[src/wrd_pkg.sv]
// types and constants of the wide restoring divider
`timescale 1ns / 1ps

package wrd_pkg;

    localparam int DIVIDEND_W = 192;
    localparam int DIVISOR_W  = 96;
    localparam int COUNT_W    = $clog2(DIVIDEND_W);
    localparam logic [COUNT_W-1:0] LAST_STEP = COUNT_W'(DIVIDEND_W - 1);

    // result of one shift-and-subtract step
    typedef struct packed {
        logic                 take;
        logic [DIVISOR_W-1:0] rem;
    } t_step_res;

endpackage

[src/wrd_step_unit.sv]
// shared shift, compare and subtract unit: one quotient bit per use
`timescale 1ns / 1ps

module wrd_step_unit (
    input  logic [wrd_pkg::DIVISOR_W-1:0] i_rem,
    input  logic                          i_bit,
    input  logic [wrd_pkg::DIVISOR_W-1:0] i_divisor,
    output wrd_pkg::t_step_res            o_res
);

    logic                          carry;
    logic [wrd_pkg::DIVISOR_W-1:0] shifted;
    logic [wrd_pkg::DIVISOR_W+1:0] diff;

    // shift in the next dividend bit, keep the bit pushed out at the top
    assign carry   = i_rem[wrd_pkg::DIVISOR_W-1];
    assign shifted = {i_rem[wrd_pkg::DIVISOR_W-2:0], i_bit};

    // trial subtraction on the 97-bit partial remainder, no borrow means the divisor fits
    assign diff = {1'b0, carry, shifted} - {2'b00, i_divisor};

    always_comb begin
        o_res.take = ~diff[wrd_pkg::DIVISOR_W+1];
        o_res.rem  = o_res.take ? diff[wrd_pkg::DIVISOR_W-1:0] : shifted;
    end

endmodule

[src/wide_restoring_divider.sv]
// top level of the 192-by-96 bit unsigned restoring divider
`timescale 1ns / 1ps

// Unsigned 192-bit by 96-bit divider giving a 192-bit quotient and a
// 96-bit remainder. A request first has its operands loaded; a single
// shift-and-subtract unit then produces the quotient bits one at a time,
// most significant first; last, the result is moved into the output
// register as soon as that register is free. The input side stalls for
// the whole division; a finished result sits in its own register, so the
// next request may be taken while it waits. A zero divisor yields an
// all-ones quotient, dividend bits 95..0 as the remainder and sets
// o_divide_by_zero.
module wide_restoring_divider (
    input  logic        i_clk,
    input  logic        i_rst_n,
    input  logic        i_in_valid,
    output logic        o_in_stall,
    input  logic [63:0] i_dividend_low,
    input  logic [63:0] i_dividend_mid,
    input  logic [63:0] i_dividend_high,
    input  logic [63:0] i_divisor_low,
    input  logic [31:0] i_divisor_high,
    output logic        o_out_valid,
    input  logic        i_out_stall,
    output logic [63:0] o_quotient_low,
    output logic [63:0] o_quotient_mid,
    output logic [63:0] o_quotient_high,
    output logic [63:0] o_remainder_low,
    output logic [31:0] o_remainder_high,
    output logic        o_divide_by_zero
);

    typedef enum logic [1:0] {
        S_IDLE,
        S_RUN,
        S_FINISH
    } t_state;

    t_state                                r_state;
    logic [wrd_pkg::COUNT_W-1:0]           r_count;
    logic [wrd_pkg::DIVIDEND_W-1:0]        r_quo;
    logic [wrd_pkg::DIVISOR_W-1:0]         r_rem;
    logic [wrd_pkg::DIVISOR_W-1:0]         r_div;
    logic                                  r_dz;
    logic                                  r_out_valid;
    logic [wrd_pkg::DIVIDEND_W-1:0]        r_out_quo;
    logic [wrd_pkg::DIVISOR_W-1:0]         r_out_rem;
    logic                                  r_out_dz;
    wrd_pkg::t_step_res                    step;
    logic [wrd_pkg::DIVISOR_W-1:0]         n_div;

    assign n_div = {i_divisor_high, i_divisor_low};

    // one quotient bit per cycle while in S_RUN; dividend shifts out the top of r_quo
    wrd_step_unit u_step (
        .i_rem     (r_rem),
        .i_bit     (r_quo[wrd_pkg::DIVIDEND_W-1]),
        .i_divisor (r_div),
        .o_res     (step)
    );

    // sequencer, datapath registers and output register
    always_ff @(posedge i_clk) begin
        if (!i_rst_n) begin
            r_state     <= S_IDLE;
            r_count     <= '0;
            r_out_valid <= 1'b0;
        end else begin
            // output register empties once taken, unless refilled below
            if (r_out_valid && !i_out_stall && (r_state != S_FINISH)) begin
                r_out_valid <= 1'b0;
            end
            case (r_state)
                S_IDLE: begin
                    if (i_in_valid) begin
                        r_quo   <= {i_dividend_high, i_dividend_mid, i_dividend_low};
                        r_rem   <= '0;
                        r_div   <= n_div;
                        r_dz    <= (n_div == '0);
                        r_count <= '0;
                        r_state <= S_RUN;
                    end
                end
                S_RUN: begin
                    r_quo   <= {r_quo[wrd_pkg::DIVIDEND_W-2:0], step.take};
                    r_rem   <= step.rem;
                    r_count <= r_count + 1'b1;
                    if (r_count == wrd_pkg::LAST_STEP) begin
                        r_state <= S_FINISH;
                    end
                end
                S_FINISH: begin
                    // wait for the output register to be free
                    if (!r_out_valid || !i_out_stall) begin
                        r_out_quo   <= r_quo;
                        r_out_rem   <= r_rem;
                        r_out_dz    <= r_dz;
                        r_out_valid <= 1'b1;
                        r_state     <= S_IDLE;
                    end
                end
                default: begin
                    r_state <= S_IDLE;
                end
            endcase
        end
    end

    assign o_in_stall       = (r_state != S_IDLE);
    assign o_out_valid      = r_out_valid;
    assign o_quotient_low   = r_out_quo[63:0];
    assign o_quotient_mid   = r_out_quo[127:64];
    assign o_quotient_high  = r_out_quo[191:128];
    assign o_remainder_low  = r_out_rem[63:0];
    assign o_remainder_high = r_out_rem[95:64];
    assign o_divide_by_zero = r_out_dz;

endmodule

[config.mk]
export PLATFORM = sky130hd
export DESIGN_NAME = wide_restoring_divider
export DESIGN_NICKNAME = d
export VERILOG_FILES = /design/src/wrd_pkg.sv /design/src/wrd_step_unit.sv /design/src/wide_restoring_divider.sv
export SDC_FILE = /design/constraint.sdc
export NUM_CORES = 1
export LEC_CHECK = 0
export CORE_MARGIN = 2
export CORE_UTILIZATION = 40
export CTS_BUF_LIST = sky130_fd_sc_hd__clkbuf_16
export DETAILED_ROUTE_END_ITERATION = 7
export DONT_BUFFER_PORTS = 1
export PLACE_DENSITY = 0.54
export SLEW_MARGIN = 30
export SYNTH_ARGS = -nofsm -noshare
export SYNTH_HDL_FRONTEND = slang
export SYNTH_SLANG_ARGS = --single-unit
[constraint.sdc]
create_clock -name i_clk -period 41.5 [get_ports i_clk]
set_clock_uncertainty 0.2 [all_clocks]
set_input_delay 2.075 -clock i_clk [delete_from_list [all_inputs] [get_ports i_clk]]
set_output_delay 2.075 -clock i_clk [all_outputs]
set_load 0.01 [all_outputs]
==> results.toml <==
[clock_tree]
max-clock-path-buffers = 3
cts-root-buf = "clkbuf_16"
post_cts_buffers = 0
cts.sinks = 685
htreeDepth = 3
cts_buffers = 75
cts_tree = "yes"
clk-insertion-delay-late_ns = 0.64
cts_resized = 0
clk_transition_reported_paths_ns = 0.06
hold_buffers = 0

[grt]
grt_first_pass_wirelength_microns = 129700
grt_start_max_net_pins = 153
antenna_found_initial = 9
track_usage = 0.2166
overflow = 0
grt_pass1_vias = 20068

[placed_design]
portBuffers = 0
dpl_worst_slack_ns = 35.11
hpwl_microns = 65980
place_congestion = 0.9134

[floorplanning]
core_sq_um = 77210
die-area_sq_um = 80000
dieWidth_microns = 282.8
pin_count = 583
initial_utilization = 0.4028
die_h_microns = 282.8
num_rows = 102

[sta]
setup_tns_ns = 0
max_freq_mhz = 183.7
finalMaxSlewViolations = 0
tightest_slew_ns = 1.041
rsz0062_at_grt = "false"
post-route-min-period_ns = 5.445
finalHoldViolCount = 0
setup_viol_count_final = 0
finalWorstSetupSlack_ns = 36.06
post-route-period-util = 0.1312
slew_headroom = 0.3059

[drt]
drtIter0Drc = 1674
routed_via_density = 5.437
ant_nets = 0
drc = 0
vias = 20258
drtPass1Iterations = 5
wl_per_cell_microns = 24.08
wl_microns = 89720

[synthesis]
yosysMostFrequentCell = "nand2_1"
ys_warn_count = 0
ys_ff_latch = 685
netlist.top_cell.by_area = "edfxtp_1"
ys.flop_type = "edfxtp_1"
async_flop_share = 0
syn_inst = 2625
synth_edf_count = 674
yosysSeqAreaShare = 0.6578
avgSynthCellArea_sq_um = 11.85
ys_top_cells_by_count = "706 x nand2_1, 674 x edfxtp_1, 158 x nor2_1"
syn-cell-area_sq_um = 31100
ys_types = 83
synth_top_cell_area_share = 0.6508
yosys-top-cells-area = "edfxtp_1 65%, nand2_1 8.5%, ha_1 3.9%"
synthesis.nets = 3015

[cells_and_area]
syn_to_final_growth_pct = 12.09
nets = 3007
regArea_sq_um = 20460
fillers = 7148
layout-drive-gt1-share = 0.06759
multi_input_area_sq_um = 9808

[worst_setup_path]
setup.worst_path.class = "in2reg"
cp_slowest_cell = "buf_4"
cp_cell_sequence = "inv_1 -> nor2_4 -> buf_6 -> buf_4 -> buf_4"
path_buf_inv = 4
path_common_cell = "buf_4"
required_ns = 41.53
startpoint_type = "primary input"
critPathArrivalTime_ns = 5.48
max_stage_delay_ns = 0.82
end_kind = "flop"
critPathMaxFanout = 78
cpLargestDelayFamily = "buffers and inverters"

[worst_hold_path]
hold_path_class = "reg2reg"

[power_and_ir_drop]
powerDensity_nw_per_um2 = 48.70
power.total_mw = 1.698
ir_drop_mv = 0.02499
leakagePower_nw = 13.33

[run]
drv_cap = 0

[run_status]
status = "finished clean"
-- routing by layer --
| layer | global-route usage | wire length (microns) | vias up |
|---|---|---|---|
| li1 | - | - | 9380 |
| met1 | 0.2610 | 34920 | 9979 |
| met2 | 0.3666 | 43910 | 766 |
| met3 | 0.06257 | 8172 | 131 |
| met4 | 0.08303 | 2706 | 2 |
| met5 | 0 | 12 | - |
-- cell usage in the layout, fill, tap and decap left out, types with 17 or more instances in the layout --
| cell type | netlist | final |
|---|---|---|
| o21bai_1 | 24 | 24 |
| nand4_1 | 42 | 42 |
| a211oi_1 | 24 | 24 |
| edfxtp_1 | 674 | 674 |
| clkbuf_16 | 0 | 76 |
| mux2i_1 | 47 | 47 |
| xor2_1 | 37 | 37 |
| inv_1 | 113 | 127 |
| a21oi_1 | 146 | 146 |
| xnor2_1 | 52 | 52 |
| buf_4 | 4 | 17 |
| ha_1 | 97 | 97 |
| nand3_1 | 45 | 45 |
| a21o_1 | 52 | 52 |
| nand2_1 | 706 | 706 |
| o21ai_0 | 73 | 73 |
| nor2_1 | 158 | 156 |
| nor3_1 | 21 | 20 |
| nor4_1 | 31 | 29 |
-- cells by family after synthesis --
| logic type | share of synthesized area |
|---|---|
| and+or+nand+nor | 0.1446 |
| DFF | 0.6578 |
| AOI/OAI and AO/OA | 0.08847 |
| buffers and inverters | 0.02884 |
| adders and majority gates | 0.03967 |
| xor gates and xnor gates | 0.02506 |
| muxes | 0.01549 |
-- path summary, 6_finish.rpt --
| path | startpoint | to | slack (ns) | depth (start not counted) |
|---|---|---|---|---|
| setup / recovery | i_rst_n | r_quo[190] | 36.06 | 5 |
| hold / removal | r_quo[21] | r_out_quo[21] | 0.24 | 0 |
| setup reg to reg | r_rem[3] | r_rem[25] | 36.42 | 12 |
| hold reg to reg | r_quo[21] | r_out_quo[21] | 0.24 | 0 |
-- worst register-to-register path: stages (launching register included) --
cell,delay [ns]
edfxtp_1,0.41
ha_1,0.39
nand2_1,0.13
a211oi_1,0.30
o211ai_1,0.20
o211ai_1,0.52
a21oi_2,0.26
o211ai_2,0.39
a41oi_4,0.19
nand2_4,0.55
buf_4,0.82
mux2i_1,0.37
nor2_1,0.06
-- flip-flops by register name (all words and copies together), names as in the netlist --
signal            cells
r_out_rem            96
r_quo               192
o_divide_by_zero      1
r_dz                  1
r_count               8
r_out_quo           192
r_div                96
r_rem                96
r_state               2
o_out_valid           1
-- stage by stage --
stage / hold WS [ns] / util / std cells / cell area, sq um
2_1_floorplan: 0.2003 / - / 2625 / 31100
3_3_place_gp: 0.2281 / 0.4164 / 3576 / 32150
6_report: 0.2406 / 0.4515 / 3726 / 34860
4_1_cts: 0.2342 / 0.4501 / 3715 / 34750
3_5_place_dp: 0.2327 / 0.4168 / 3577 / 32180
5_1_grt: 0.2419 / 0.4515 / 3725 / 34860
-- power breakdown --
part           leakage [nW]  switching (mW)  internal (mW)
registers              6.37          0.0179          0.798
clock network          1.29           0.287          0.401
logic                  5.66           0.126         0.0671
total                  13.3           0.431           1.27
-- final cells by class --
class / count / area share
clock inverters: 62 / 0.01913
repair buffers: 24 / 0.008039
well taps: 1040 / 0.03733
clock buffers: 76 / 0.05455
diodes: 8 / 0.0005742
multi-input cells: 1718 / 0.2813
inverters: 113 / 0.01217
flip-flops and latches: 685 / 0.5869
(Power assumes the default switching activity.)
